`src/hw/rtl/bdil_pkg.sv`:
```
// Shared constants, types and helpers of the 3x3 binary dilation block.
`timescale 1ns / 1ps
package bdil_pkg;

    localparam int MAX_WIDTH  = 1024;
    localparam int MAX_HEIGHT = 1024;

    localparam int CFG_W     = 11;
    localparam int CFG_IDX_W = 2;
    localparam int SIZE_W    = CFG_W;
    localparam int ROW_W     = SIZE_W;
    localparam int COL_W     = $clog2(MAX_WIDTH);
    localparam int PIX_W     = 8;
    localparam int LINE_W    = 2;

    localparam logic [CFG_IDX_W-1:0] CFG_IDX_WIDTH  = 2'd0;
    localparam logic [CFG_IDX_W-1:0] CFG_IDX_HEIGHT = 2'd1;
    localparam logic [CFG_IDX_W-1:0] CFG_IDX_THRESH = 2'd2;

    localparam logic OP_PIXEL = 1'b0;
    localparam logic OP_DRAIN = 1'b1;

    localparam logic [PIX_W-1:0]  THRESH_RESET = 8'd127;
    localparam logic [PIX_W-1:0]  PIX_ON       = 8'd255;
    localparam logic [PIX_W-1:0]  PIX_OFF      = 8'd0;
    localparam logic [SIZE_W-1:0] WIDTH_LIMIT  = SIZE_W'(MAX_WIDTH);
    localparam logic [SIZE_W-1:0] HEIGHT_LIMIT = SIZE_W'(MAX_HEIGHT);

    typedef enum logic [1:0] {
        KIND_NONE,
        KIND_FEED0,
        KIND_FEEDX,
        KIND_TAIL
    } t_s1_kind;

    typedef struct packed {
        t_s1_kind         kind;
        logic             wr;
        logic [COL_W-1:0] addr;
        logic             lit;
        logic             use_up;
        logic             emit;
        logic             rend;
        logic             fend;
        logic             use_w2;
        logic             w_ge2;
    } t_s1_ctrl;

    function automatic logic [SIZE_W-1:0] clamp_size(input logic [CFG_W-1:0] v,
                                                      input logic [SIZE_W-1:0] lim);
        logic [SIZE_W-1:0] r;
        if (v == '0) begin
            r = SIZE_W'(1);
        end else if (v > lim) begin
            r = lim;
        end else begin
            r = v;
        end
        return r;
    endfunction

endpackage

```
`src/hw/rtl/bdil_ram.sv`:
```
// Generic simple dual-port RAM with one write port and a registered read port.
`timescale 1ns / 1ps
module bdil_ram #(
    parameter int DATA_W = 2,
    parameter int DEPTH  = 1024
) (
    input  logic                     i_clk,
    input  logic                     i_we,
    input  logic [$clog2(DEPTH)-1:0] i_waddr,
    input  logic [DATA_W-1:0]        i_wdata,
    input  logic                     i_re,
    input  logic [$clog2(DEPTH)-1:0] i_raddr,
    output logic [DATA_W-1:0]        o_rdata
);

    logic [DATA_W-1:0] r_mem [DEPTH];
    logic [DATA_W-1:0] r_rdata;

    always_ff @(posedge i_clk) begin
        if (i_we) begin
            r_mem[i_waddr] <= i_wdata;
        end
        if (i_re) begin
            r_rdata <= r_mem[i_raddr];
        end
    end

    assign o_rdata = r_rdata;

endmodule

```
`src/hw/rtl/binary_dilation_3x3_core.sv`:
```
// Top level of the streaming 3x3 binary dilation block.
// The line RAM has separate read and write ports; a beat passes the stage-1 register
// and then the output register. Throughput: one beat per cycle unless the output stalls.
// Reset clears counters, window and handshake state and sets config to its defaults.
// The line RAM is not cleared; no frame uses an entry before writing it.
`timescale 1ns / 1ps
module binary_dilation_3x3_core (
    input  logic                           i_clk,
    input  logic                           i_rst_n,
    input  logic                           i_cfg_we,
    input  logic [bdil_pkg::CFG_IDX_W-1:0] i_cfg_index,
    input  logic [bdil_pkg::CFG_W-1:0]     i_cfg_data,
    input  logic                           i_in_valid,
    output logic                           o_in_ready,
    input  logic                           i_opcode,
    input  logic [bdil_pkg::PIX_W-1:0]     i_pixel_value,
    output logic                           o_out_valid,
    input  logic                           i_out_ready,
    output logic [bdil_pkg::PIX_W-1:0]     o_out_value,
    output logic                           o_row_end,
    output logic                           o_frame_end
);
    import bdil_pkg::*;

    logic [SIZE_W-1:0] r_eff_w;
    logic [SIZE_W-1:0] r_eff_h;
    logic [PIX_W-1:0]  r_thresh;

    logic [COL_W-1:0]  r_in_col,  n_in_col;
    logic [ROW_W-1:0]  r_in_row,  n_in_row;
    logic [COL_W-1:0]  r_out_col, n_out_col;
    logic [ROW_W-1:0]  r_out_row, n_out_row;

    logic              r_s1_valid;
    t_s1_ctrl          r_s1, n_s1;
    logic              r_fwd;
    logic [LINE_W-1:0] r_fwd_data;
    logic [2:0]        r_win, n_win;

    logic              r_o_valid;
    logic [PIX_W-1:0]  r_o_value;
    logic              r_o_row_end;
    logic              r_o_frame_end;

    logic              in_acc;
    logic              s0_feed;
    logic [SIZE_W:0]   w_ext;
    logic [SIZE_W:0]   in_col_inc;
    logic [SIZE_W:0]   in_row_inc;
    logic [SIZE_W:0]   out_col_ext;
    logic [SIZE_W:0]   out_col_inc;
    logic [SIZE_W:0]   out_row_inc;

    logic              s1_go;
    logic              s1_fire;
    logic [LINE_W-1:0] ram_rdata;
    logic [LINE_W-1:0] s1_lines;
    logic              s1_colv;
    logic [2:0]        s1_shift;
    logic              s1_tail_val;
    logic              s1_val;
    logic              ram_we;
    logic [LINE_W-1:0] ram_wdata;

    always_ff @(posedge i_clk) begin
        if (!i_rst_n) begin
            r_eff_w  <= WIDTH_LIMIT;
            r_eff_h  <= HEIGHT_LIMIT;
            r_thresh <= THRESH_RESET;
        end else if (i_cfg_we) begin
            case (i_cfg_index)
                CFG_IDX_WIDTH:  r_eff_w  <= clamp_size(i_cfg_data, WIDTH_LIMIT);
                CFG_IDX_HEIGHT: r_eff_h  <= clamp_size(i_cfg_data, HEIGHT_LIMIT);
                CFG_IDX_THRESH: r_thresh <= i_cfg_data[PIX_W-1:0];
                default: ;
            endcase
        end
    end

    assign s1_go      = !r_o_valid || i_out_ready;
    assign s1_fire    = r_s1_valid && s1_go;
    assign o_in_ready = !r_s1_valid || s1_go;
    assign in_acc     = i_in_valid && o_in_ready;

    assign w_ext       = {1'b0, r_eff_w};
    assign in_col_inc  = {{(SIZE_W + 1 - COL_W){1'b0}}, r_in_col} + (SIZE_W + 1)'(1);
    assign in_row_inc  = {1'b0, r_in_row} + (SIZE_W + 1)'(1);
    assign out_col_ext = {{(SIZE_W + 1 - COL_W){1'b0}}, r_out_col};
    assign out_col_inc = out_col_ext + (SIZE_W + 1)'(1);
    assign out_row_inc = {1'b0, r_out_row} + (SIZE_W + 1)'(1);

    always_comb begin
        n_s1      = '0;
        n_in_col  = r_in_col;
        n_in_row  = r_in_row;
        n_out_col = r_out_col;
        n_out_row = r_out_row;
        s0_feed   = 1'b0;
        if (i_opcode == OP_PIXEL) begin
            if (r_in_row < r_eff_h) begin
                n_s1.wr     = 1'b1;
                n_s1.addr   = r_in_col;
                n_s1.lit    = i_pixel_value > r_thresh;
                n_s1.use_up = r_in_row >= ROW_W'(2);
                s0_feed     = (r_in_row != '0) && (r_out_row < r_eff_h);
                if (in_col_inc >= w_ext) begin
                    n_in_col = '0;
                    n_in_row = in_row_inc[ROW_W-1:0];
                end else begin
                    n_in_col = in_col_inc[COL_W-1:0];
                end
            end
        end else if (r_in_row >= r_eff_h) begin
            if (r_out_row < r_eff_h) begin
                s0_feed     = 1'b1;
                n_s1.addr   = r_out_col;
                n_s1.use_up = r_eff_h >= SIZE_W'(2);
            end else begin
                n_s1.kind = KIND_TAIL;
                n_s1.emit = 1'b1;
                n_s1.rend = 1'b1;
                n_s1.fend = 1'b1;
                n_in_col  = '0;
                n_in_row  = '0;
                n_out_col = '0;
                n_out_row = '0;
            end
        end
        if (s0_feed) begin
            if (r_out_col == '0) begin
                n_s1.kind = KIND_FEED0;
                n_s1.emit = r_out_row != '0;
                n_s1.rend = 1'b1;
                n_s1.fend = r_out_row >= r_eff_h;
            end else begin
                n_s1.kind   = KIND_FEEDX;
                n_s1.emit   = 1'b1;
                n_s1.rend   = out_col_ext >= w_ext;
                n_s1.fend   = (out_col_ext >= w_ext) && (out_row_inc >= {1'b0, r_eff_h});
                n_s1.use_w2 = r_out_col != COL_W'(1);
            end
            if (out_col_inc >= w_ext) begin
                n_out_col = '0;
                n_out_row = out_row_inc[ROW_W-1:0];
            end else begin
                n_out_col = out_col_inc[COL_W-1:0];
            end
        end
        n_s1.w_ge2 = r_eff_w >= SIZE_W'(2);
    end

    always_ff @(posedge i_clk) begin
        if (!i_rst_n) begin
            r_in_col   <= '0;
            r_in_row   <= '0;
            r_out_col  <= '0;
            r_out_row  <= '0;
            r_s1_valid <= 1'b0;
            r_fwd      <= 1'b0;
        end else if (in_acc) begin
            r_in_col   <= n_in_col;
            r_in_row   <= n_in_row;
            r_out_col  <= n_out_col;
            r_out_row  <= n_out_row;
            r_s1_valid <= 1'b1;
            r_fwd      <= ram_we && (r_s1.addr == n_s1.addr);
        end else if (s1_go) begin
            r_s1_valid <= 1'b0;
        end
    end

    always_ff @(posedge i_clk) begin
        if (in_acc) begin
            r_s1       <= n_s1;
            r_fwd_data <= ram_wdata;
        end
    end

    bdil_ram #(
        .DATA_W (LINE_W),
        .DEPTH  (MAX_WIDTH)
    ) u_line_ram (
        .i_clk   (i_clk),
        .i_we    (ram_we),
        .i_waddr (r_s1.addr),
        .i_wdata (ram_wdata),
        .i_re    (in_acc),
        .i_raddr (n_s1.addr),
        .o_rdata (ram_rdata)
    );

    // Bit 1 holds the row two back, bit 0 the row one back.
    assign s1_lines    = r_fwd ? r_fwd_data : ram_rdata;
    assign s1_colv     = r_s1.lit | s1_lines[0] | (r_s1.use_up & s1_lines[1]);
    assign s1_shift    = {r_win[1:0], s1_colv};
    assign s1_tail_val = r_win[0] | (r_s1.w_ge2 & r_win[1]);
    assign ram_we      = s1_fire && r_s1.wr;
    assign ram_wdata   = {s1_lines[0], r_s1.lit};

    always_comb begin
        n_win  = r_win;
        s1_val = 1'b0;
        case (r_s1.kind)
            KIND_NONE: ;
            KIND_FEED0: begin
                n_win  = s1_shift;
                s1_val = s1_tail_val;
            end
            KIND_FEEDX: begin
                n_win  = s1_shift;
                s1_val = s1_shift[0] | s1_shift[1] | (r_s1.use_w2 & s1_shift[2]);
            end
            KIND_TAIL: begin
                n_win  = '0;
                s1_val = s1_tail_val;
            end
            default: ;
        endcase
    end

    always_ff @(posedge i_clk) begin
        if (!i_rst_n) begin
            r_win     <= '0;
            r_o_valid <= 1'b0;
        end else begin
            if (s1_fire) begin
                r_win <= n_win;
            end
            if (s1_fire && r_s1.emit) begin
                r_o_valid <= 1'b1;
            end else if (i_out_ready) begin
                r_o_valid <= 1'b0;
            end
        end
    end

    always_ff @(posedge i_clk) begin
        if (s1_fire && r_s1.emit) begin
            r_o_value     <= s1_val ? PIX_ON : PIX_OFF;
            r_o_row_end   <= r_s1.rend;
            r_o_frame_end <= r_s1.fend;
        end
    end

    assign o_out_valid = r_o_valid;
    assign o_out_value = r_o_value;
    assign o_row_end   = r_o_row_end;
    assign o_frame_end = r_o_frame_end;

endmodule

```
`config.mk`:
```
export PLATFORM = sky130hd
export DESIGN_NAME = binary_dilation_3x3_core
export DESIGN_NICKNAME = d
export VERILOG_FILES = /design/src/hw/rtl/bdil_pkg.sv /design/src/hw/rtl/bdil_ram.sv /design/src/hw/rtl/binary_dilation_3x3_core.sv
export SDC_FILE = /design/constraint.sdc
export NUM_CORES = 2
export LEC_CHECK = 0
export ABC_CLOCK_PERIOD_IN_PS = 13500
export BUFFER_PORTS_ARGS = -buffer_cell sky130_fd_sc_hd__buf_2
export CORE_AREA = 2 2 488 490
export DETAILED_ROUTE_END_ITERATION = 10
export DIE_AREA = 0 0 490 492
export PLACE_DENSITY_LB_ADDON = 0.1
export RECOVER_POWER = 25
export SLEW_MARGIN = 20
export SYNTH_ARGS = -nofsm -noshare
export SYNTH_HDL_FRONTEND = slang
export SYNTH_SLANG_ARGS = --single-unit
```
`constraint.sdc`:
```
create_clock -name i_clk -period 13.5 [get_ports i_clk]
set_input_delay 1.35 -clock i_clk [delete_from_list [all_inputs] [get_ports i_clk]]
set_output_delay 1.35 -clock i_clk [all_outputs]
set_load 0.01 [all_outputs]
```
==> flow_metrics.py <==
metrics = {
    "final_layout": {
        "stdcell_count": 11123,
        "layout-drive-gt1-share_pct": 8.64,
        "finalNetCount": 7860,
        "postLayoutCellArea_mm2": 0.105,
        "area_growth_pct": 11.5,
        "final_core_util_pct": 44.3,
    },
    "synth": {
        "synth_most_common_cell": "edfxtp_1",
        "synth_area_mm2": 0.0938,
        "synth_edf_count": 2075,
        "synth_fp_nets": 8011,
        "synth_area_leader_cell": "edfxtp_1",
        "avgSynthCellArea_um2": 11.9,
        "synthTopCellsByCount": "edfxtp_1 (2075), nand2_1 (1612), nor2_1 (1125)",
        "netlist_instances": 7902,
        "ys_seq_area_share_pct": 68.1,
        "synth_async_sr_flop_share_pct": 0,
        "ys_top_cells_by_area": "edfxtp_1 (66%), nand2_1 (6.4%), nor2_1 (4.5%)",
        "ys_ff_latch": 2152,
        "synth_top_area_share_pct": 66.4,
        "synthFlopType": "edfxtp_1",
        "synth_warnings": 0,
        "yosysUniqueCellTypes": 99,
    },
    "clock_tree": {
        "clkSinkCount": 2152,
        "cts_tree": "yes",
        "clk_pin_slew_ns": 0.07,
        "h-tree-depth": 4,
        "clockBufferDepth": 3,
        "root_buffer": "clkbuf_16",
        "clkLatencyLatePin_ns": 0.92,
        "ctsHoldBuffers": 0,
        "ctsResizeCount": 0,
        "post_cts_buffers": 0,
        "cts_buffers": 231,
    },
    "place": {
        "hpwlAfterDp_um": 212000,
        "dpl_cell_area_mm2": 0.0971,
        "place.gp.congestion": 0.874,
        "port_buffers": 38,
        "numPlacedInstances": 10685,
    },
    "floorplanning": {
        "rows": 179,
        "core-area_mm2": 0.236,
        "pin_count": 39,
        "die_w_um": 490,
        "die-area_mm2": 0.241,
        "start_util_pct": 39.7,
        "die_height_um": 492,
    },
    "route": {
        "met3_length_um": 33900,
        "via_per_inst": 6.07,
        "drt-met1-wl_um": 149000,
        "drt_iter0_markers": 9035,
        "top_layer": "met5",
        "vias": 67527,
        "met2_length_um": 166000,
        "routedWlPerCell_um": 32.8,
        "drtAntennaViolNets": 0,
        "dr.pass1.iters": 6,
        "finalWirelength_um": 365000,
        "drc_errors": 0,
    },
    "setup_path": {
        "r2r_slack_ns": 3.71,
        "required_ns": 14.02,
        "r2r_start": "r_fwd$_SDFFE_PN0P_",
        "criticalPathCategory": "register to register",
        "cp_slowest_cell": "mux2_1",
        "path_cells": "mux2_1, clkbuf_2, buf_4",
        "crit_path_end_kind": "register",
        "cp_max_fo": 213,
        "cp-start-kind": "register",
        "r2r_cells": 3,
        "arrival_ns": 10.30,
        "r2r_end": "u_line_ram.r_mem[62][1]$_DFFE_PP_",
        "slowest_delay_ns": 3.84,
    },
    "outcome": {
        "outcome": "finished, violations left",
        "violations": "capacitance limit, slew limit",
    },
    "worst_hold_path": {
        "hp-class": "register to register",
        "min-delay-start": "r_eff_h[1]$_SDFFE_PN0P_",
        "min_to": "r_eff_h[1]$_SDFFE_PN0P_",
        "holdPathStages": 2,
    },
    "global_route": {
        "grt_max_degree": 214,
        "antenna_found_initial": 25,
        "grt_overflow": 0,
        "gr-usage-all-layers_pct": 29.5,
        "grt_first_pass_wirelength_um": 506000,
        "grt_pass1_vias": 64479,
    },
    "sta": {
        "rsz0062_at_grt": "false",
        "slew_viol_final": 966,
        "max_freq_ghz": 0.102,
        "finalCritPeriodShare_pct": 72.5,
        "finalCriticalPeriod_ns": 9.79,
        "final.setup.tns_ns": 0,
        "hold_slack_ns": 0.456,
        "setup_viol_count_final": 0,
        "max_slew_margin_pct": -255,
        "hold_viol": 0,
        "worst_pin_slew_ns": 5.32,
        "clock_skew_ns": 0.0663,
    },
    "power_and_ir_drop": {
        "p_leak_nw": 33.9,
        "ir_drop_uv": 122,
        "powerDensity_mw_per_mm2": 135,
    },
    "run": {
        "maxCapViolCount": 14,
    },
}
==> area by class of cell <==
cell class	instances	area (um2)
repair buffers	239	1870
flip-flops and latches	2152	63900
clock inverters	150	1590
fillers	21971	132000
multi-input cells	5071	27100
clock buffers	279	5990
diodes	9	22.5
well taps	3167	3960
inverters	56	228
==> layer usage <==
metal	global-route usage, %	up-vias
li1	-	28631
met1	40.8	34718
met2	46.2	3488
met3	5.39	672
met4	11.1	18
met5	0	-
==> registers in the layout, indices dropped and copies added (netlist names) <==
name	flops
r_thresh	8
r_win	2
r_s1	20
o_frame_end	1
r_fwd	1
r_in_col	10
r_s1_valid	1
r_eff_h	11
r_out_col	10
r_out_row	11
o_out_value	1
u_line_ram.r_mem	2048
r_fwd_data	2
o_row_end	1
o_out_valid	1
u_line_ram.o_rdata	2
r_eff_w	11
r_in_row	11
==> placed cells by master, fill, tap and decap left out, drive strengths merged, types with 17 or more instances in the layout <==
master,count
a32oi,83
nor2b,37
nor4,21
clkinv,104
a221oi,80
bufinv,25
a21oi,331
a22oi,51
buf,226
mux2i,192
nand2,1615
o21ai,105
o211ai,27
a31oi,109
a21boi,30
a21o,17
o21a,28
nand3,535
a221o,29
dfxtp,77
a32o,26
nand4,78
inv,63
nor2,1126
xnor2,31
a211oi,43
edfxtp,2075
nor3,38
mux2,17
ha,82
a311oi,22
a2111oi,24
clkbuf,292
and3,42
==> worst max path at each step <==
stage,startpoint,endpoint,slack (ns),cells past startpoint
6_report,r_fwd$_SDFFE_PN0P_,u_line_ram.r_mem[62][1]$_DFFE_PP_,3.71,3
5_1_grt,r_fwd$_SDFFE_PN0P_,u_line_ram.r_mem[39][1]$_DFFE_PP_,3.36,3
4_1_cts,r_eff_h[6]$_SDFFE_PN0P_,u_line_ram.o_rdata[1]$_DFFE_PP_,6.30,17
3_5_place_dp,i_opcode,u_line_ram.o_rdata[0]$_DFFE_PP_,6.16,17
3_3_place_gp,i_opcode,u_line_ram.o_rdata[0]$_DFFE_PP_,5.83,17
2_1_floorplan,r_s1[6]$_SDFFCE_PP0P_,r_fwd_data[0]$_DFFE_PP_,-1.22,0
==> worst max-delay path: cells and delay by family, from the launching register on <==
family / cells / cell delay, ns
buf+inv: 2 / 4.86
mux: 1 / 3.84
flops: 1 / 0.36
==> power by group <==
| group | switching (mW) | total (mW) | internal [mW] |
|---|---|---|---|
| clock | 2.77 | 6.42 | 3.64 |
| sequential | 0.00872 | 7.35 | 7.34 |
| combinational | 0.306 | 0.383 | 0.0773 |
| total | 3.09 | 14.2 | 11.1 |
==> cells by family after synthesis <==
group	synth area share [%]
AOI/OAI and AO/OA	8.70
DFF	68.1
muxes	2.25
xor gates and xnor gates	0.411
and+or+nand+nor	16.0
buffers and inverters	3.49
adders and majority gates	1.09
==> metrics by stage <==
stage          total power [mW]  worst slack [ns]
4_1_cts                    14.2              6.30
3_3_place_gp               7.86              5.83
2_1_floorplan              7.78             -1.22
5_1_grt                    14.5              3.36
3_5_place_dp               7.86              6.16
6_report                   14.2              3.71
No activity file was read; power rests on OpenSTA's default activity.
